`src/rtl/bidx_pkg.sv`:
```
// shared constants, types and helpers of the broadcast index generator
package bidx_pkg;

  localparam int MAX_RANK_DEF    = 4;
  localparam int DIM_WIDTH_DEF   = 16;
  localparam int INDEX_WIDTH_DEF = 32;
  localparam int DIM_W_MAX       = 16;
  localparam int STEP_BITS       = 2;

  localparam int CFG_DATA_W = 64;
  localparam int CFG_ADDR_W = 6;

  localparam logic [2:0] REG_OUTPUT_SHAPE = 3'd0;
  localparam logic [2:0] REG_A_SHAPE      = 3'd1;
  localparam logic [2:0] REG_B_SHAPE      = 3'd2;
  localparam logic [2:0] REG_OUTPUT_RANK  = 3'd3;
  localparam logic [2:0] REG_A_RANK       = 3'd4;
  localparam logic [2:0] REG_B_RANK       = 3'd5;

  localparam logic [CFG_DATA_W-1:0] SHAPE_RESET = 64'h0001_0001_0001_0001;
  localparam logic [2:0]            RANK_RESET  = 3'd1;

  typedef struct packed {
    logic [2:0] out_rank;
    logic [2:0] a_rank;
    logic [2:0] b_rank;
  } rank_cfg_t;

  function automatic logic [2:0] rank_clamp(logic [2:0] r, logic [2:0] max_rank);
    return (r > max_rank) ? max_rank : r;
  endfunction

  function automatic logic [DIM_W_MAX-1:0] dim_fix(logic [DIM_W_MAX-1:0] d);
    return (d == '0) ? DIM_W_MAX'(1) : d;
  endfunction

endpackage

```
`src/rtl/bidx_stride.sv`:
```
// registered broadcast stride chains for both operands
module bidx_stride import bidx_pkg::*; #(
  parameter int MR = MAX_RANK_DEF,
  parameter int DW = DIM_WIDTH_DEF,
  parameter int IW = INDEX_WIDTH_DEF
) (
  input  logic                  clk_i,
  input  logic [CFG_DATA_W-1:0] out_shape_i,
  input  logic [CFG_DATA_W-1:0] a_shape_i,
  input  logic [CFG_DATA_W-1:0] b_shape_i,
  input  rank_cfg_t             rank_i,
  output logic [MR*IW-1:0]      bstr_a_o,
  output logic [MR*IW-1:0]      bstr_b_o
);

  logic [IW-1:0] run_a_q [MR];
  logic [IW-1:0] run_b_q [MR];
  logic [IW-1:0] str_a_q [MR];
  logic [IW-1:0] str_b_q [MR];

  for (genvar k = 0; k < MR; k++) begin : g_dim
    logic [DW-1:0] d_out, d_a, d_b;
    logic          use_a, use_b;

    assign d_out = DW'(dim_fix(DIM_W_MAX'(out_shape_i[k*DW +: DW])));
    assign d_a   = DW'(dim_fix(DIM_W_MAX'(a_shape_i[k*DW +: DW])));
    assign d_b   = DW'(dim_fix(DIM_W_MAX'(b_shape_i[k*DW +: DW])));
    assign use_a = (k < int'(rank_i.a_rank)) && (k < int'(rank_i.out_rank));
    assign use_b = (k < int'(rank_i.b_rank)) && (k < int'(rank_i.out_rank));

    if (k == 0) begin : g_first
      always_ff @(posedge clk_i) begin
        run_a_q[k] <= IW'(1);
        run_b_q[k] <= IW'(1);
      end
    end

    if (k + 1 < MR) begin : g_chain
      always_ff @(posedge clk_i) begin
        run_a_q[k+1] <= use_a ? IW'(run_a_q[k] * IW'(d_a)) : run_a_q[k];
        run_b_q[k+1] <= use_b ? IW'(run_b_q[k] * IW'(d_b)) : run_b_q[k];
      end
    end

    always_ff @(posedge clk_i) begin
      str_a_q[k] <= (use_a && d_a == d_out) ? run_a_q[k] : '0;
      str_b_q[k] <= (use_b && d_b == d_out) ? run_b_q[k] : '0;
    end

    assign bstr_a_o[k*IW +: IW] = str_a_q[k];
    assign bstr_b_o[k*IW +: IW] = str_b_q[k];
  end

endmodule

```
`config.mk`:
```
export PLATFORM = sky130hd
export DESIGN_NAME = bidx_stride
export DESIGN_NICKNAME = d
export VERILOG_FILES = /design/src/rtl/bidx_pkg.sv /design/src/rtl/bidx_stride.sv
export SDC_FILE = /design/constraint.sdc
export NUM_CORES = 2
export LEC_CHECK = 0
export BUFFER_PORTS_ARGS = -buffer_cell sky130_fd_sc_hd__buf_2
export CORE_ASPECT_RATIO = 1.5
export CORE_MARGIN = 4
export CORE_UTILIZATION = 30
export DETAILED_ROUTE_END_ITERATION = 6
export PLACE_DENSITY = 0.51
export REMOVE_ABC_BUFFERS = 1
export SLEW_MARGIN = 20
export SYNTH_ARGS = -nofsm -noshare
export SYNTH_HDL_FRONTEND = slang
export SYNTH_SLANG_ARGS = --single-unit
```
`constraint.sdc`:
```
create_clock -name clk_i -period 8.12 [get_ports clk_i]
set_clock_uncertainty 0.1 [all_clocks]
set_input_delay 1.624 -clock clk_i [delete_from_list [all_inputs] [get_ports clk_i]]
set_output_delay 1.624 -clock clk_i [all_outputs]
set_load 0.01 [all_outputs]
```
==> summary.md <==
| Metric | Value |
|---|---|
| Fillers | `17853` |
| Row count | `185` |
| Pin count of the biggest net entering global routing | `62` |
| Core area | `0.170 mm²` |
| Distinct cell type count after synthesis | `68` |
| Share of post-route cells with drive strength above 1 | `10.2%` |
| CP startpoint kind | `input port` |
| # DRC | `0` |
| TritonCTS Buffers | `39` |
| Critical path class | `in2reg` |
| Avg Inst Size Synth | `8.85 µm²` |
| Initial core utilization | `30.2%` |
| Root buf cell | `clkbuf_16` |
| Cells after Synth | `5796` |
| Worst slew pin tran | `1.07 ns` |
| PortBufs | `363` |
| Synth async-reset ratio | `0%` |
| Final Util | `33.7%` |
| First-pass GRT wire length | `250 mm` |
| Post-layout nets | `7604` |
| Synthesized cell area | `0.0513 mm²` |
| Die Area | `0.178 mm²` |
| Hold buffers post-CTS | `0` |
| Clock Latency Late Sink | `0.62 ns` |
| Wire per inst | `18.8 µm` |
| CTS tree | `done` |
| CTS max path bufs | `3` |
| CTS sink cnt | `322` |
| Hold Crit Class | `reg2reg` |
| Pre-CTS setup slack | `-0.0726 ns` |
| Max-slew headroom | `28.5%` |
| Slew Limit Fails | `0` |
| Post-synth top flop | `dfxtp_1` |
| GRT Overall Usage | `18.0%` |
| Final setup fails | `0` |
| Post-CTS repair timing setup buffer count | `0` |
| Critical Path Sink Type | `flip-flop` |
| Setup_tns | `0 ns` |
| Total number of vias | `38530` |
| Register bit count reported by yosys | `322` |
| Hold WS | `0.322 ns` |
| Synth warnings | `0` |
| GRT overflow | `0` |
| GPL Wtd Cong | `0.863` |
| First-pass DRT Iterations | `5` |
| Die height | `514 µm` |
| RSZ-0062 raised after global routing | `no` |
| Fin. Hold Viols | `0` |
| Initial antenna violation count | `27` |
| Run status | `finished clean` |
| CP required | `8.52 ns` |
| Max_cap viols | `0` |
| Placed wire-length estimate | `127 mm` |
| Area growth, synth to finish | `11.3%` |
| Min Tclk post-route | `7.52 ns` |
| Io pins | `458` |
| Critical Path AT | `7.92 ns` |
| Via density per instance | `4.61` |
| Worst-path fanout max | `18` |
| Final period utilization | `92.6%` |
| Final setup margin | `0.605 ns` |
| Vias in the first global route | `43892` |
| Post-route antenna net violation count | `0` |
| Post-synth EDFFs | `0` |
| Htree depth | `2` |
| Peak Freq | `133 MHz` |
| Die W | `346 µm` |
| DRT Wirelength | `157 mm` |
| Worst-path clk slew | `0.06 ns` |
| Sequential area share after synthesis | `12.6%` |
| Post-cts resize count | `0` |
| Initial DRC Count | `1476` |
area by class of cell:
| type | count | area, µm² | share of cell area [%] |
|---|---|---|---|
| timing repair buffer | 519 | 2990 | 5.23 |
| clock inverter | 23 | 294 | 0.515 |
| sequential | 322 | 6450 | 11.3 |
| antenna | 18 | 45.0 | 0.0789 |
| clock buffer | 45 | 1050 | 1.84 |
| multi-input combinational | 4018 | 39100 | 68.5 |
| tap | 2244 | 2810 | 4.92 |
| inverter | 1168 | 4380 | 7.68 |
per-layer routing:
layer / global-route usage (%) / share of wire [%] / up-vias
met4: 7.31 / 4.5 / 6
met2: 33.0 / 51 / 974
met3: 2.76 / 4.9 / 280
met1: 20.9 / 39 / 19704
met5: 0 / 0.018 / -
li1: - / - / 17566
placed cells by master (no fill, tap or decap), drive strengths merged, types with 9 or more instances in the layout:
cell	instances
a211oi	18
a21o	44
a21oi	79
a31oi	9
a41oi	11
and2	736
buf	519
clkbuf	45
conb	94
dfxtp	322
diode	18
fa	996
ha	338
inv	1175
nand2	904
nand3	20
nand4	21
nor2	82
nor3	45
nor4	56
o21a	18
o21ai	113
o21bai	17
o31ai	14
or3	9
xnor2	148
xor2	124
logic make-up (layout without fill, tap and decap cells):
kind of cell,after synthesis,in the layout,share of synthesized area [%]
compound gates,388,388,4.92
other cells,1,112,0.00731
buf+inv,1549,1755,12.0
xor+xnor,272,272,4.64
flops,322,322,12.6
fa+ha+maj,1334,1334,47.1
simple gates,1921,1921,18.5
mux,9,9,0.190
synth_stat cells, drive strengths merged, types with 20 or more instances:
cell type,n,area (µm²)
nor4,56,350
a21o,44,333
nor3,45,225
nand3,20,100
o21ai,113,569
nor2,82,308
dfxtp,322,6450
a21oi,79,395
xor2,124,1090
xnor2,148,1300
clkbuf,282,1060
buf,99,724
nand4,21,131
and2,736,4600
nand2,904,3390
inv,1168,4380
fa,996,19900
ha,338,4230
worst max-delay path: stages:
cell and delay [ns]:
buf_2 0.39, nand2_1 0.15, fa_1 0.54, fa_1 0.54, fa_1 0.52, inv_1 0.06
fa_1 0.44, fa_1 0.51, inv_1 0.05, fa_1 0.48, inv_1 0.05, ha_1 0.28
a21o_1 0.16, a21boi_0 0.18, o21ai_0 0.12, a221o_1 0.39, a311oi_1 0.62, o31ai_1 0.21
xnor2_1 0.28, mux2i_1 0.22, a21oi_1 0.08
final timing paths:
path / startpoint / to / slack (ns) / depth (start not counted)
hold / removal: run_b_q[3][25] / str_b_q[3][25] / 0.32 / 1
hold reg to reg: run_b_q[3][25] / str_b_q[3][25] / 0.32 / 1
setup reg to reg: run_b_q[2][17] / run_b_q[3][31] / 0.97 / 20
setup / recovery: b_shape_i[33] / run_b_q[3][31] / 0.60 / 21
sequential cells by signal (all words and copies together), names as in the netlist:
signal and flops:
str_b_q 81, str_a_q 81, run_a_q 80, run_b_q 80
metrics by stage:
step	std cells	instance area, µm²
global route	8348	57100
finish	8357	57100
floorplan	5508	49900
detailed placement	8271	55700
CTS	8339	57100
global placement	8271	55700
Power is not shown: default switching activity piles up to over one toggle a cycle in this logic, so the estimate is an artifact.
