===== src/rtl/bidx_pkg.sv =====
// shared constants, types and helpers of the broadcast index generator
package bidx_pkg;

  localparam int MAX_RANK_DEF    = 4;
  localparam int DIM_WIDTH_DEF   = 16;
  localparam int INDEX_WIDTH_DEF = 32;
  localparam int DIM_W_MAX       = 16;
  localparam int STEP_BITS       = 2;

  localparam int CFG_DATA_W = 64;
  localparam int CFG_ADDR_W = 6;

  localparam logic [2:0] REG_OUTPUT_SHAPE = 3'd0;
  localparam logic [2:0] REG_A_SHAPE      = 3'd1;
  localparam logic [2:0] REG_B_SHAPE      = 3'd2;
  localparam logic [2:0] REG_OUTPUT_RANK  = 3'd3;
  localparam logic [2:0] REG_A_RANK       = 3'd4;
  localparam logic [2:0] REG_B_RANK       = 3'd5;

  localparam logic [CFG_DATA_W-1:0] SHAPE_RESET = 64'h0001_0001_0001_0001;
  localparam logic [2:0]            RANK_RESET  = 3'd1;

  typedef struct packed {
    logic [2:0] out_rank;
    logic [2:0] a_rank;
    logic [2:0] b_rank;
  } rank_cfg_t;

  function automatic logic [2:0] rank_clamp(logic [2:0] r, logic [2:0] max_rank);
    return (r > max_rank) ? max_rank : r;
  endfunction

  function automatic logic [DIM_W_MAX-1:0] dim_fix(logic [DIM_W_MAX-1:0] d);
    return (d == '0) ? DIM_W_MAX'(1) : d;
  endfunction

endpackage


===== src/rtl/bidx_divider.sv =====
// pipelined restoring divider for one dimension, a few quotient bits per stage
module bidx_divider import bidx_pkg::*; #(
  parameter int IW  = INDEX_WIDTH_DEF,
  parameter int DW  = DIM_WIDTH_DEF,
  parameter int BPS = STEP_BITS,
  parameter int SBW = IW
) (
  input  logic           clk_i,
  input  logic           rst_ni,
  input  logic           adv_i,
  input  logic           vld_i,
  input  logic [IW-1:0]  dividend_i,
  input  logic [DW-1:0]  divisor_i,
  input  logic [SBW-1:0] sb_i,
  output logic           vld_o,
  output logic [IW-1:0]  quot_o,
  output logic [DW-1:0]  rem_o,
  output logic [SBW-1:0] sb_o
);

  localparam int NS = (IW + BPS - 1) / BPS;

  logic           vld_q  [NS];
  logic [IW-1:0]  work_q [NS];
  logic [DW-1:0]  rem_q  [NS];
  logic [SBW-1:0] sb_q   [NS];

  logic           vld_in  [NS];
  logic [IW-1:0]  work_in [NS];
  logic [DW-1:0]  rem_in  [NS];
  logic [SBW-1:0] sb_in   [NS];
  logic [IW-1:0]  work_d  [NS];
  logic [DW-1:0]  rem_d   [NS];

  for (genvar s = 0; s < NS; s++) begin : g_stage
    if (s == 0) begin : g_first
      assign vld_in[s]  = vld_i;
      assign work_in[s] = dividend_i;
      assign rem_in[s]  = '0;
      assign sb_in[s]   = sb_i;
    end else begin : g_next
      assign vld_in[s]  = vld_q[s-1];
      assign work_in[s] = work_q[s-1];
      assign rem_in[s]  = rem_q[s-1];
      assign sb_in[s]   = sb_q[s-1];
    end

    always_comb begin
      logic [IW-1:0] w;
      logic [DW-1:0] r;
      logic [DW:0]   t;
      logic          qb;
      w  = work_in[s];
      r  = rem_in[s];
      t  = '0;
      qb = 1'b0;
      for (int j = 0; j < BPS; j++) begin
        if (s * BPS + j < IW) begin
          t = {r, w[IW-1]};
          if (t >= {1'b0, divisor_i}) begin
            t  = t - {1'b0, divisor_i};
            qb = 1'b1;
          end else begin
            qb = 1'b0;
          end
          w = {w[IW-2:0], qb};
          r = t[DW-1:0];
        end
      end
      work_d[s] = w;
      rem_d[s]  = r;
    end

    always_ff @(posedge clk_i or negedge rst_ni) begin
      if (!rst_ni) begin
        vld_q[s] <= 1'b0;
      end else if (adv_i) begin
        vld_q[s] <= vld_in[s];
      end
    end

    always_ff @(posedge clk_i) begin
      if (adv_i) begin
        work_q[s] <= work_d[s];
        rem_q[s]  <= rem_d[s];
        sb_q[s]   <= sb_in[s];
      end
    end
  end

  assign vld_o  = vld_q[NS-1];
  assign quot_o = work_q[NS-1];
  assign rem_o  = rem_q[NS-1];
  assign sb_o   = sb_q[NS-1];

endmodule


===== config.mk =====
export PLATFORM = sky130hd
export DESIGN_NAME = bidx_divider
export DESIGN_NICKNAME = d
export VERILOG_FILES = /design/src/rtl/bidx_pkg.sv /design/src/rtl/bidx_divider.sv
export SDC_FILE = /design/constraint.sdc
export NUM_CORES = 2
export LEC_CHECK = 0
export BUFFER_PORTS_ARGS = -buffer_cell sky130_fd_sc_hd__buf_2
export CAP_MARGIN = 10
export CORE_UTILIZATION = 25
export CTS_CLUSTER_SIZE = 40
export DETAILED_ROUTE_END_ITERATION = 12
export RECOVER_POWER = 25
export SLEW_MARGIN = 0
export SYNTH_ARGS = -nofsm -noshare
export SYNTH_HDL_FRONTEND = slang
export SYNTH_SLANG_ARGS = --single-unit
export TNS_END_PERCENT = 100

===== constraint.sdc =====
create_clock -name clk_i -period 6 [get_ports clk_i]
set_input_delay 1.8 -clock clk_i [delete_from_list [all_inputs] [get_ports clk_i]]
set_output_delay 1.8 -clock clk_i [all_outputs]
set_load 0.01 [all_outputs]

==> metrics.txt <==
Worst Hold Depth 0; post-synth cell types 94; Longest Clk Path Bufs 3; Overflow after GRT 0; routability cong. 0.886; wire per inst 16.5 µm; HPWL after DPL 131 mm; Final Skew 0.0766 ns; Layout fillers 26221; Synth Register Bits 1296; Synth-to-Final Area Change 36.2%; total CTS buffers 152; met2 Usage GRT 20.5%; Final nets 7520; grt met1 use 16.8%; share of post-route cells with drive strength above 1 36.2%; Worst-Skew Late Latency 0.87 ns; # hold bufs at CTS 0; # Max-Cap Violations 0; hold worst-path end work_q[0][70]$_DFFE_PP_; initial antenna violation count 8; Reg-to-Reg End rem_q[0][106]$_DFFE_PP_; largest net degree at the start of global routing 127; arrival time worst endpoint 6.55 ns; first-pass detailed-route iteration total 5; Crit Path Class input port to register; Hold Vio Cnt, Final 0; Die H 522 µm; cell area after synthesis 67500 µm²; core area 268000 µm²; vias per cell 4.49; total placed cells including tap cells 10263; sequential cell area fraction in the yosys report 57.6%; Residual DRC 0; drt first-iter violations 2753; Clock transition at path regs 0.06 ns; Cell Count, Final, Fillers Out 10581; row count 190; Most Used Layer, Global Route met2; vias in the first global route 48044; global-route usage over all layers 12.5%; Hold Path Class register to register; met3 Resource Use GR 1.92%; # setup viols final 0; Post-DRT Antenna Nets 0; Port Buffers 164; Initial Util 25.2%; Ys Warns 0; Die X 522 µm; asr flop ratio synth 1.23%; startpoint types input port; Die Area 272000 µm²; Post-DP Area 85700 µm²; Tcrit/Tclk final 99.7%; CTS tree built; Post-synth EDFFs 1280; Synth Net Count 5693; Reg2Reg Setup Slack 0.83 ns; via count 47513; setup TNS 0 ns; most frequent cells in the layout 1498 x buf_4, 1280 x edfxtp_1, 466 x ha_1; status finished, final reports clean; Final Slew Violations 0; f_max 167 MHz; cell count after synthesis 5080; RSZ-0062 raised after global routing yes; DRT Wirelength 175 mm; commonest non-fill, non-tap cell in the layout buf_4; CTS root buffer clkbuf_16; H-Tree Depth 4; first-pass GRT wire length 268 mm; Worst Path Required 6.57 ns; r2r startpoint rem_q[0][80]$_DFFE_PP_; Worst Min Path Start work_q[0][36]$_DFFE_PP_; CP endpoint kind register; CP Max Fanout 16; Design Area, Final 91900 µm²; worst slew pin tran 0.866 ns; headroom to the max-slew limit 41.5%; post-layout minimum cycle time 5.98 ns; average size of a mapped cell 13.3 µm²; clock sinks 1296; FF-to-FF path depth 18; ys flop type edfxtp_1; # IOs 165
cells by family after synthesis:
kind of cell             count (synthesis)  share of synthesized area (%)
adder cells (fa/ha/maj)                529                           10.2
flip-flops                            1296                           57.6
AO/OA/AOI/OAI                         1193                           11.9
buffers and inverters                  274                           1.63
multiplexers                           390                           6.51
XOR/XNOR                               358                           4.65
AND/OR/NAND/NOR                       1040                           7.61
flip-flops by register name, summed over array words and instances (netlist names):
register  cells
sb_q        512
work_q      512
rem_q       256
vld_in       15
vld_o         1
metal layers:
metal	part of all wire [%]	vias up
met5	0.0057	-
met4	3.0	2
met3	3.9	296
met2	46	883
met1	47	22975
li1	-	23357
cell type report:
cell class | count | area [µm²] | share of cell area [%]
sequential | 1296 | 38800 | 42.3
multi-input combinational | 3511 | 29000 | 31.6
inverter | 202 | 769 | 0.837
timing repair buffer | 1744 | 13700 | 14.9
antenna | 2 | 5.00 | 0.00545
tap | 3552 | 4440 | 4.84
clock inverter | 97 | 1220 | 1.33
clock buffer | 177 | 3930 | 4.27
per-stage QoR:
stage,setup WS (ns),hold WS [ns],util [%]
after floorplan,-1.95,0.400,-
after global placement,-0.873,0.400,31.9
after detailed placement,-0.945,0.405,31.9
after CTS,0.00426,0.370,33.9
after global routing,-0.0711,0.382,34.3
final,0.0204,0.376,34.3
worst max-delay path, cell delays in order:
cell and delay, ns:
buf_8 0.08, clkinvlp_4 0.08, buf_12 0.15, buf_12 0.15, buf_12 0.15, ha_4 0.22
nor2b_4 0.13, o31a_1 0.29, o21a_1 0.21, a211oi_2 0.27, o21ai_4 0.14, mux2_2 0.31
ha_1 0.30, o21a_1 0.18, o31a_1 0.11, o41a_1 0.43, o41ai_4 0.37, o21ai_2 0.09
a31o_2 0.22, a221o_1 0.34, buf_12 0.17, mux2_4 0.30
synthesized netlist by cell type (all sizes together) (20+ instances only):
cell	instances	area (µm²)
o21bai	56	420
mux2i	48	480
clkbuf	37	139
or2	20	125
nor3	92	465
a21oi	291	1460
buf	35	204
nand4	77	482
xor2	127	1110
nand2	242	908
o31ai	34	298
edfxtp	1280	38400
mux2	342	3910
a31oi	48	300
or3	26	163
xnor2	231	2020
and3	33	206
ha	498	6230
nor4	39	244
o211ai	35	273
nand2b	50	313
a21o	106	797
nor2b	61	382
o21a	95	713
o21ai	263	1330
o31a	28	245
inv	202	758
fa	31	621
a211oi	55	430
and2	24	150
nand3	58	290
nor2	272	1020
worst max-delay path by stage:
stage | from | end | slack (ns) | cells after the start
floorplan | divisor_i[1] | rem_q[0][103]$_DFFE_PP_ | -1.95 | 21
CTS | divisor_i[1] | rem_q[1][45]$_DFFE_PP_ | 0.004 | 22
global route | divisor_i[1] | rem_q[1][76]$_DFFE_PP_ | -0.07 | 24
detailed placement | divisor_i[1] | rem_q[1][76]$_DFFE_PP_ | -0.94 | 20
finish | divisor_i[1] | rem_q[1][120]$_DFFE_PP_ | 0.02 | 22
global placement | divisor_i[1] | rem_q[1][78]$_DFFE_PP_ | -0.87 | 20
what timing repair did:
| action | CTS | global route |
|---|---|---|
| cloned | 0 | 4 |
| gates resized for setup | 2 | 139 |
| endpoints found under the setup margin | 17 | 204 |
| pin swaps | 1 | 48 |
| setup buffers | 1 | 39 |
Power is not shown: default switching activity piles up to over one toggle a cycle in this logic, so the estimate is an artifact.
